<file path="config.mk">
export PLATFORM = sky130hd
export DESIGN_NAME = fcl_lod_unit
export DESIGN_NICKNAME = d
export VERILOG_FILES = /design/src/sv/fcl_pkg.sv /design/src/sv/fcl_lod_unit.sv
export SDC_FILE = /design/constraint.sdc
export NUM_CORES = 2
export LEC_CHECK = 0
export BUFFER_PORTS_ARGS = -buffer_cell sky130_fd_sc_hd__clkbuf_2
export CORE_ASPECT_RATIO = 0.7
export CORE_MARGIN = 2
export CORE_UTILIZATION = 55
export CTS_CLUSTER_DIAMETER = 60
export DETAILED_ROUTE_END_ITERATION = 10
export PLACE_DENSITY = 0.68
export SLEW_MARGIN = 10
export SYNTH_ARGS = -nofsm -noshare
export SYNTH_HDL_FRONTEND = slang
export SYNTH_SLANG_ARGS = --single-unit
</file>
<file path="constraint.sdc">
create_clock -name clock -period 10.6 [get_ports clock]
set_clock_uncertainty 0.05 [all_clocks]
set_input_delay 2.65 -clock clock [delete_from_list [all_inputs] [get_ports clock]]
set_output_delay 2.65 -clock clock [all_outputs]
set_load 0.05 [all_outputs]
</file>
<file path="src/sv/fcl_pkg.sv">
// shared types, widths and constants for the chunk frustum cull / lod select block
// no dependencies; imported by every module of the block
package fcl_pkg;

   localparam int CHUNKS_PER_SIDE = 64;
   localparam int FRAC_BITS = 4;

   localparam int NUM_PLANES = 6;
   // doubled unit normal (Q1.14) as a shift
   localparam int NORM2_SHIFT = 15;

   localparam int IDX_W = 6;
   localparam int CENTER_W = 24;
   localparam int PROD_W = 40;
   localparam int RAD_W = 33;
   localparam int SUM_W = 44;
   localparam int DIFF_W = 25;
   localparam int SQ_W = 49;
   localparam int SQSUM_W = 51;

   typedef enum logic [2:0] {
      CSR_PLANE_LEFT   = 3'd0,
      CSR_PLANE_TOP    = 3'd1,
      CSR_PLANE_RIGHT  = 3'd2,
      CSR_PLANE_BOTTOM = 3'd3,
      CSR_PLANE_NEAR   = 3'd4,
      CSR_PLANE_FAR    = 3'd5,
      CSR_CAMERA_XZ    = 3'd6,
      CSR_CHUNK_GEOM   = 3'd7
   } csr_index_type;

   typedef enum logic [1:0] {
      LOD_CULLED  = 2'd0,
      LOD_FULL    = 2'd1,
      LOD_HALF    = 2'd2,
      LOD_QUARTER = 2'd3
   } lod_type;

   // load strobes for the product stage and the compare stage
   typedef struct packed {
      logic adv2;
      logic adv3;
   } fcl_adv_type;

   // doubled chunk center along one axis: (2*idx+1)*s - 2*o
   function automatic logic signed [CENTER_W-1:0] fcl_center2(
      input logic [IDX_W-1:0] idx,
      input logic [15:0] s,
      input logic [15:0] o
   );
      logic [22:0] prod;
      logic signed [CENTER_W-1:0] span;
      logic signed [CENTER_W-1:0] offs;
      prod = 23'({idx, 1'b1}) * 23'(s);
      span = $signed(CENTER_W'(prod));
      offs = $signed(CENTER_W'({o, 1'b0}));
      return span - offs;
   endfunction

   function automatic logic [16:0] fcl_abs16(input logic signed [15:0] v);
      logic signed [16:0] w;
      w = 17'(v);
      return w[16] ? 17'(-w) : 17'(w);
   endfunction

endpackage

</file>
<file path="src/sv/fcl_lod_unit.sv">
// horizontal distance to camera: differences in stage 2, squares in stage 3,
// class from the summed squares for the output stage; depends on fcl_pkg
module fcl_lod_unit #(
   parameter int FRAC_BITS = fcl_pkg::FRAC_BITS
) (
   input  logic                            clock,
   input  fcl_pkg::fcl_adv_type            adv,
   input  logic [31:0]                     camera_xz,
   input  logic signed [fcl_pkg::CENTER_W-1:0] cx2,
   input  logic signed [fcl_pkg::CENTER_W-1:0] cz2,
   output fcl_pkg::lod_type                lod
);
   import fcl_pkg::*;

   // doubled class distances and their squares
   localparam longint FAR2 = longint'(800 << FRAC_BITS);
   localparam longint MID2 = longint'(400 << FRAC_BITS);
   localparam logic [SQSUM_W-1:0] FAR_SQ = SQSUM_W'(FAR2 * FAR2);
   localparam logic [SQSUM_W-1:0] MID_SQ = SQSUM_W'(MID2 * MID2);

   logic signed [16:0] cam_x2, cam_z2;
   logic signed [DIFF_W-1:0] dx_in, dx_ff, dz_in, dz_ff;
   logic signed [2*DIFF_W-1:0] sqx_full, sqz_full;
   logic [SQ_W-1:0] sqx_ff, sqz_ff;
   logic [SQSUM_W-1:0] sq_w;

   assign cam_x2 = $signed({camera_xz[15:0], 1'b0});
   assign cam_z2 = $signed({camera_xz[31:16], 1'b0});
   assign dx_in = DIFF_W'(cx2) - DIFF_W'(cam_x2);
   assign dz_in = DIFF_W'(cz2) - DIFF_W'(cam_z2);

   always_ff @(posedge clock) begin
      if (adv.adv2) begin
         dx_ff <= dx_in;
         dz_ff <= dz_in;
      end
   end

   assign sqx_full = (2*DIFF_W)'(dx_ff) * (2*DIFF_W)'(dx_ff);
   assign sqz_full = (2*DIFF_W)'(dz_ff) * (2*DIFF_W)'(dz_ff);

   always_ff @(posedge clock) begin
      if (adv.adv3) begin
         sqx_ff <= sqx_full[SQ_W-1:0];
         sqz_ff <= sqz_full[SQ_W-1:0];
      end
   end

   assign sq_w = SQSUM_W'(sqx_ff) + SQSUM_W'(sqz_ff);

   // strict compares, so exactly 200 or 400 lands in the finer class
   always_comb begin
      if (sq_w > FAR_SQ) begin
         lod = LOD_QUARTER;
      end else if (sq_w > MID_SQ) begin
         lod = LOD_HALF;
      end else begin
         lod = LOD_FULL;
      end
   end

endmodule

</file>
==> flow_summary.ini <==
[run_status]
status = finished clean

[placed_design]
port_buffers = 84
gp_congestion = 0.9420
hpwl_mm = 94.56
place_inst = 6347

[synthesis]
synth_edf_count = 146
ys_types = 92
syn_nets = 6803
ys_seq_area_share_pct = 8.794
yosysWarnings = 0
synth_top_cell_area_share_pct = 48.10
async_flop_share_pct = 0
netlist_area_um2 = 49860
synthFlopType = edfxtp_1
synth_top_area_cell = fa_1
synth_cells = 5128
synth_seq_cells = 146
synth.avg_cell_area_um2 = 9.722
ys_top_cells_by_area = fa_1 (48%), inv_1 (11%), ha_1 (9.9%)

[critical_path]
worstSetupStartpointType = flop
r2r-start = dx_ff[3]
path_max_fanout = 25
critPathBufInv = 3
path_depth = 24
path_delay_family = adder cells
path_class = reg2reg
arrival_ns = 8.96
reg2reg_slack_ns = 1.84
worst_path_max_delay_cell = edfxtp_1
endpoint_kind = flop
path_cells = inv_1 > nor2_1 > fa_1 > fa_1 > fa_1 > inv_1 > fa_1 > inv_1 > fa_1 > fa_1 > fa_1 > ha_1 > and3_1 > a221o_1 > o21ai_0 > nand2b_1 > o311a_1 > o31ai_2 > o211ai_1 > a41oi_2 > o21bai_1 > a21o_1 > a311oi_1 > a21oi_1
required_ns = 10.80
worstRegToRegCells = 24
critPathMaxStageDelay_ns = 0.98
rr_endpoint = sqx_ff[47]
crit_path_frequent_cell = fa_1

[timing]
period_share_pct = 82.64
max_slew_margin_pct = 23.47
finalCriticalPeriod_ns = 8.760
setup_viol = 0
max_freq_ghz = 0.1142
drv_slew = 0
fin_tns_setup_ns = 0
hold_viol = 0
rsz0062_at_grt = no
tightest_slew_ns = 1.136

[floorplanning]
die_w_um = 363.9
die_area_um2 = 93110
pin_count = 85
rows = 92
initial_core_util_pct = 55.46
core_um2 = 89900
fp.dieH_um = 255.9

[drt]
drt_iter0_markers = 2033
routed_wl_mm = 112.8
avgRoutedWirePerCell_um = 17.68
antenna_left = 0
drt_pass1_iterations = 5
vias = 33340
viasPerCell = 5.226
drc = 0

[final_layout]
nFillCells = 7797
layout_common_cells = inv_1 (1448), fa_1 (1198), nand2_1 (421), ha_1 (394), and2_1 (252)
drive_gt1_share_pct = 4.324
area_growth_pct = 4.743
n_antenna_cell = 0
nets = 6819
fin_cells = 6379
final_common_cell = inv_1

[clock_tree]
tritoncts = yes
cts_resized = 0
clkTransAtPathRegs_ns = 0.07
clk_latency_ns = 0.52
post-cts-setup-buffers = 0
root_buffer = clkbuf_16
cts.htree.levels = 4
clock_path_buffers = 2
cts_buffers = 17
cts.sinks = 146
hold_buffers = 0

[grt]
grt_pass1_vias = 36030
grt_use_total_pct = 26.18
antenna_found_initial = 1
grt_max_degree = 51
gr-total-overflow = 0
grt_pass1_wl_mm = 190.0

[worst_hold_path]
hold_depth = 1
min-delay-start = dz_ff[0]
min_to = sqz_ff[0]
min_path_type = reg2reg

[run]
drv_cap = 0
-- area by class of cell --
class / instances / area (µm²) / area share, %
Multi-Input combinational cell: 3394 / 39460 / 75.56
Inverter: 1448 / 5435 / 10.41
Sequential cell: 146 / 4384 / 8.395
Tap cell: 1222 / 1529 / 2.928
Timing Repair Buffer: 137 / 820.8 / 1.572
Clock buffer: 17 / 425.4 / 0.8146
Clock inverter: 15 / 170.2 / 0.3258
-- stage by stage --
step	instance area (µm²)	setup slack, ns	hold WS [ns]	util, %
global placement	51630	2.134	0.7696	57.43
detailed placement	51630	1.906	0.7702	57.43
global route	52220	1.446	0.8286	58.09
finish	52220	1.840	0.7925	58.09
floorplan	49860	2.986	0.3959	-
CTS	52220	1.855	0.7693	58.09
-- state kept, by name, indices dropped and copies added, names as in the netlist --
register  cells
dz_ff        25
sqz_ff       48
sqx_ff       48
dx_ff        25
-- layer usage --
metal  vias to the layer above  wire length, µm  global-route usage [%]
met3                       112             9171                   5.803
met2                       880            49740                   39.04
met4                         0             1895                   5.002
li1                      15380                -                       -
met5                         -                0                       0
met1                     16970            51970                   39.65
-- synth_stat cells (78+ instances only) --
library cell  count
a21o_1           78
a21oi_1         145
and2_1          252
clkbuf_1        132
edfxtp_1        146
fa_1           1198
ha_1            394
inv_1          1448
nand2_1         421
nor2_1          183
o21ai_0          84
xnor2_1         136
-- worst max-delay path by stage --
stage                         from          to  slack [ns]
after detailed placement  dx_ff[3]  sqx_ff[47]        1.91
final                     dx_ff[3]  sqx_ff[47]        1.84
after CTS                 dx_ff[3]  sqx_ff[47]        1.86
after floorplan           dx_ff[2]  sqx_ff[47]        2.99
after global routing      dx_ff[3]  sqx_ff[47]        1.45
after global placement    dx_ff[2]  sqx_ff[47]        2.13
-- cells by family (layout without fill, tap and decap cells) --
kind of cell,count (synthesis),in the layout,share of synthesized area [%]
adders and majority gates,1592,1592,57.99
buffers and inverters,1588,1617,12.07
and+or+nand+nor,1102,1102,10.78
AOI/OAI and AO/OA,510,510,6.999
xor gates and xnor gates,181,181,3.180
DFF,146,146,8.794
muxes,9,9,0.1857
-- worst register-to-register path: cells and delay by family (launching register included) --
kind / cells / cell delay, ns
fa+ha+maj: 8 / 3.85
compound gates: 10 / 2.43
flops: 1 / 0.98
simple gates: 3 / 0.67
buf+inv: 3 / 0.53
Power is left out: the tool's default activity adds up to more than one toggle a clock period on the data nets, which glitch-free logic cannot reach.
