File: config.mk
export PLATFORM = sky130hd
export DESIGN_NAME = fcl_plane_unit
export DESIGN_NICKNAME = d
export VERILOG_FILES = /design/src/sv/fcl_pkg.sv /design/src/sv/fcl_plane_unit.sv
export SDC_FILE = /design/constraint.sdc
export NUM_CORES = 2
export LEC_CHECK = 0
export BUFFER_PORTS_ARGS = -buffer_cell sky130_fd_sc_hd__buf_4
export CAP_MARGIN = 10
export CORE_ASPECT_RATIO = 1.2
export CORE_MARGIN = 1
export CORE_UTILIZATION = 30
export CTS_CLUSTER_SIZE = 14
export DETAILED_ROUTE_END_ITERATION = 16
export GPL_ROUTABILITY_DRIVEN = 1
export GPL_TIMING_DRIVEN = 0
export HOLD_SLACK_MARGIN = 0.05
export PLACE_DENSITY_LB_ADDON = 0.08
export SLEW_MARGIN = 20
export SYNTH_ARGS = -nofsm -noshare
export SYNTH_HDL_FRONTEND = slang
export SYNTH_SLANG_ARGS = --single-unit
File: constraint.sdc
create_clock -name clock -period 9.7 [get_ports clock]
set_input_delay 2.425 -clock clock [delete_from_list [all_inputs] [get_ports clock]]
set_output_delay 2.425 -clock clock [all_outputs]
set_load 0.03 [all_outputs]
File: src/sv/fcl_pkg.sv
// shared types, widths and constants for the chunk frustum cull / lod select block
// no dependencies; imported by every module of the block
package fcl_pkg;

   localparam int CHUNKS_PER_SIDE = 64;
   localparam int FRAC_BITS = 4;

   localparam int NUM_PLANES = 6;
   // doubled unit normal (Q1.14) as a shift
   localparam int NORM2_SHIFT = 15;

   localparam int IDX_W = 6;
   localparam int CENTER_W = 24;
   localparam int PROD_W = 40;
   localparam int RAD_W = 33;
   localparam int SUM_W = 44;
   localparam int DIFF_W = 25;
   localparam int SQ_W = 49;
   localparam int SQSUM_W = 51;

   typedef enum logic [2:0] {
      CSR_PLANE_LEFT   = 3'd0,
      CSR_PLANE_TOP    = 3'd1,
      CSR_PLANE_RIGHT  = 3'd2,
      CSR_PLANE_BOTTOM = 3'd3,
      CSR_PLANE_NEAR   = 3'd4,
      CSR_PLANE_FAR    = 3'd5,
      CSR_CAMERA_XZ    = 3'd6,
      CSR_CHUNK_GEOM   = 3'd7
   } csr_index_type;

   typedef enum logic [1:0] {
      LOD_CULLED  = 2'd0,
      LOD_FULL    = 2'd1,
      LOD_HALF    = 2'd2,
      LOD_QUARTER = 2'd3
   } lod_type;

   // load strobes for the product stage and the compare stage
   typedef struct packed {
      logic adv2;
      logic adv3;
   } fcl_adv_type;

   // doubled chunk center along one axis: (2*idx+1)*s - 2*o
   function automatic logic signed [CENTER_W-1:0] fcl_center2(
      input logic [IDX_W-1:0] idx,
      input logic [15:0] s,
      input logic [15:0] o
   );
      logic [22:0] prod;
      logic signed [CENTER_W-1:0] span;
      logic signed [CENTER_W-1:0] offs;
      prod = 23'({idx, 1'b1}) * 23'(s);
      span = $signed(CENTER_W'(prod));
      offs = $signed(CENTER_W'({o, 1'b0}));
      return span - offs;
   endfunction

   function automatic logic [16:0] fcl_abs16(input logic signed [15:0] v);
      logic signed [16:0] w;
      w = 17'(v);
      return w[16] ? 17'(-w) : 17'(w);
   endfunction

endpackage

File: src/sv/fcl_plane_unit.sv
// one frustum plane test: products in stage 2, sum and compare in stage 3
// depends on fcl_pkg
module fcl_plane_unit #(
   parameter int FRAC_BITS = fcl_pkg::FRAC_BITS
) (
   input  logic                            clock,
   input  fcl_pkg::fcl_adv_type            adv,
   input  logic [63:0]                     plane,
   input  logic [15:0]                     chunk_size,
   input  logic signed [fcl_pkg::CENTER_W-1:0] cx2,
   input  logic signed [fcl_pkg::CENTER_W-1:0] cz2,
   output logic                            cull
);
   import fcl_pkg::*;

   // doubled vertical half extent (200 world units)
   localparam logic [15:0] EY2 = 16'(200 << FRAC_BITS);

   logic signed [15:0] nx, ny, nz, dd;
   logic [16:0] abs_nx, abs_ny, abs_nz;

   logic signed [PROD_W-1:0] px_in, px_ff, pz_in, pz_ff;
   logic signed [30:0] pd_in, pd_ff;
   logic [RAD_W-1:0] rx_in, rx_ff, ry_in, ry_ff, rz_in, rz_ff;
   logic signed [SUM_W-1:0] sum_w, thr_w;
   logic cull_in, cull_ff;

   assign nx = $signed(plane[15:0]);
   assign ny = $signed(plane[31:16]);
   assign nz = $signed(plane[47:32]);
   assign dd = $signed(plane[63:48]);

   assign abs_nx = fcl_abs16(nx);
   assign abs_ny = fcl_abs16(ny);
   assign abs_nz = fcl_abs16(nz);

   assign px_in = PROD_W'(nx) * PROD_W'(cx2);
   assign pz_in = PROD_W'(nz) * PROD_W'(cz2);
   assign pd_in = $signed({dd, 15'b0});
   assign rx_in = RAD_W'(chunk_size) * RAD_W'(abs_nx);
   assign ry_in = RAD_W'(EY2) * RAD_W'(abs_ny);
   assign rz_in = RAD_W'(chunk_size) * RAD_W'(abs_nz);

   always_ff @(posedge clock) begin
      if (adv.adv2) begin
         px_ff <= px_in;
         pz_ff <= pz_in;
         pd_ff <= pd_in;
         rx_ff <= rx_in;
         ry_ff <= ry_in;
         rz_ff <= rz_in;
      end
   end

   // signed distance plus projected radius, all doubled
   assign sum_w = $signed(SUM_W'(px_ff)) + $signed(SUM_W'(pz_ff)) + $signed(SUM_W'(pd_ff))
                + $signed(SUM_W'(rx_ff)) + $signed(SUM_W'(ry_ff)) + $signed(SUM_W'(rz_ff));
   assign thr_w = -$signed(SUM_W'({chunk_size, 15'b0}));
   assign cull_in = sum_w < thr_w;

   always_ff @(posedge clock) begin
      if (adv.adv3) begin
         cull_ff <= cull_in;
      end
   end

   assign cull = cull_ff;

endmodule

==> results.sh <==
export IMPL_status="completed"
export IMPL_synth_edff_count=185
export IMPL_synth_cells=6346
export IMPL_pin_count=132
export IMPL_yosysMostFrequentCell="inv_1"
export IMPL_antenna_found_initial=27
export IMPL_root_buffer="clkbuf_16"
export IMPL_syn_to_final_growth_pct=10.4
export IMPL_crit_path_max_incr_delay_ps=560
export IMPL_start_kind="input pin"
export IMPL_setup_viol=0
export IMPL_vias=41800
export IMPL_synthArstFlopShare=0
export IMPL_finalClockSkew_ps=21.6
export IMPL_regToRegEndpoint="cull"
export IMPL_met1_length_mm=84.3
export IMPL_globalplace_congestion=0.856
export IMPL_start_util=0.302
export IMPL_drive_gt1_frac=0.0593
export IMPL_ys_seq_area_frac=0.0941
export IMPL_die_x_um=407
export IMPL_crit_slowest_cell="fa_1"
export IMPL_path_common_cell="fa_1"
export IMPL_cts_tree="done"
export IMPL_min_period_ps=9580
export IMPL_yosys_area_top_type="fa_1"
export IMPL_endpoint_kind="flip-flop"
export IMPL_drc=0
export IMPL_hold_path_startpoint="pz_ff[39]"
export IMPL_final_area_um2=65200
export IMPL_synthesis_area_um2=59000
export IMPL_ys_seq_elements=185
export IMPL_drv_slew=0
export IMPL_maxCapViolCount=0
export IMPL_synthTopCellsByCount="inv_1, fa_1, nand2_1"
export IMPL_synth_area_per_cell_um2=9.30
export IMPL_timing_fmax_mhz=104
export IMPL_numCtsBuffers=17
export IMPL_cp_max_fo=10
export IMPL_dieArea_um2=199000
export IMPL_ctsLongestPathBuffers=2
export IMPL_rsz0062_at_grt="yes"
export IMPL_worst_r2r_cell_count=23
export IMPL_dpl_cell_area_um2=63300
export IMPL_cp_arrival_ps=9850
export IMPL_min_to="cull"
export IMPL_ys_flop_type="edfxtp_1"
export IMPL_io_buffer_count=95
export IMPL_top_layer="met5"
export IMPL_h_tree_depth=4
export IMPL_insertion_delay_ps=530
export IMPL_vias_per_cell=4.56
export IMPL_grt_remaining_overflow=0
export IMPL_r2r_start="px_ff[16]"
export IMPL_yosysUniqueCellTypes=83
export IMPL_synth_area_leaders="fa_1, ha_1, inv_1, edfxtp_1, nand2_1"
export IMPL_min_period_over_period=0.987
export IMPL_drt_wl_total_mm=197
export IMPL_grt_usage=0.205
export IMPL_drtPass1Iterations=5
export IMPL_wl_per_cell_um=21.4
export IMPL_path_class="input pin to flip-flop"
export IMPL_grt_max_degree=72
export IMPL_nets=8531
export IMPL_dpl_worst_slack_ps=-2080
export IMPL_wl_met2_mm=102
export IMPL_grt_pass1_wl_mm=297
export IMPL_whs_ps=1910
export IMPL_die_y_um=488
export IMPL_rows=178
export IMPL_min_path_cells=8
export IMPL_max_slew_margin_rel=0.255
export IMPL_synth_warnings=0
export IMPL_netlist_area_leader_share=0.437
export IMPL_cts_sinks=185
export IMPL_tightest_slew_ps=1120
export IMPL_setup_slack_ps=121
export IMPL_cts_reportedPaths_clkPinSlew_ps=90
export IMPL_grt_pass1_vias=46100
export IMPL_min_path_type="flip-flop to flip-flop"
export IMPL_dr_first_iter_drc_count=2036
export IMPL_hpwlAfterDp_mm=169
export IMPL_crit_required_ps=9970
export IMPL_ant_nets=0
export IMPL_finalHoldViolCount=0
export IMPL_core_area_um2=196000
export IMPL_reg2reg_setup_slack_ps=2100
export IMPL_met3_length_mm=7.13
[worst max-delay path by stage]
stage,start,end,slack (ps),cells after the start
after detailed placement,plane[35],rz_ff[31],-2080,28
after global placement,plane[4],rx_ff[32],-2150,28
after global routing,plane[38],rz_ff[32],-130,28
after floorplan,plane[38],rz_ff[31],8,27
final,plane[38],rz_ff[31],120,27
after CTS,plane[4],rx_ff[32],1,28
[logic make-up (layout without fill, tap and decap cells)]
group	count (synthesis)	after routing	synth area share
other	2	40	0.000127
flip-flops	185	185	0.0941
adder cells (fa/ha/maj)	1857	1857	0.557
AND/OR/NAND/NOR	1691	1691	0.137
XOR/XNOR	226	226	0.0335
buffers and inverters	1906	2082	0.121
multiplexers	2	2	0.000339
AO/OA/AOI/OAI	477	477	0.0566
[cells in the final DEF, fill, tap and decap left out, drive strengths merged, types with 18 or more instances in the layout]
master and count:
conb 35, a21o 70, buf 179, a21oi 140, nor2 164, nand2b 36, ha 568, nand2 833
and3 18, o21a 33, fa 1289, nor2b 39, clkbuf 222, xnor2 167, nor3 47, nand3 24
edfxtp 185, a211oi 25, o21bai 24, o21ai 79, inv 1669, xor2 59, and2 463
[metrics by stage]
stage / setup TNS (ps) / util / std cells
CTS: 0 / 0.331 / 9152
detailed placement: -61170 / 0.324 / 9088
global placement: -61380 / 0.323 / 9084
floorplan: 0 / - / 6379
global route: -224 / 0.333 / 9165
finish: 0 / 0.333 / 9170
[sequential cells by signal, summed over array words and instances (netlist names)]
name / cells
rx_ff: 33
pd_ff: 16
cull: 1
pz_ff: 40
px_ff: 40
rz_ff: 33
ry_ff: 22
[what timing repair did]
item	4_1_cts	5_1_grt
cloned	0	0
resized for setup	140	136
setup buffers	33	14
hold buffers	0	0
endpoints found under the setup margin	39	15
endpoints found under the hold margin	0	0
pin swaps	13	31
[critical path, delay by kind of cell]
kind | cells | cell delay (ps)
xor+xnor | 2 | 320
buf+inv | 5 | 480
compound gates | 8 | 1750
fa+ha+maj | 7 | 3290
simple gates | 5 | 1570
[area by class of cell]
cell class,count,area (um^2)
timing repair buffer,146,1170
buffer,238,1160
fill,20500,131000
clock inverter,14,156
tap,2610,3270
sequential,185,5560
inverter,1667,6260
clock buffer,17,425
antenna,5,12.5
multi-input combinational,4288,47200
[per-layer routing]
metal | GRT usage | vias up
met1 | 0.263 | 21800
met2 | 0.372 | 662
met3 | 0.0209 | 116
met4 | 0.0406 | 18
li1 | - | 19200
met5 | 0 | -
Power is left out: the tool's default activity adds up to more than one toggle a clock period on the data nets, which glitch-free logic cannot reach.
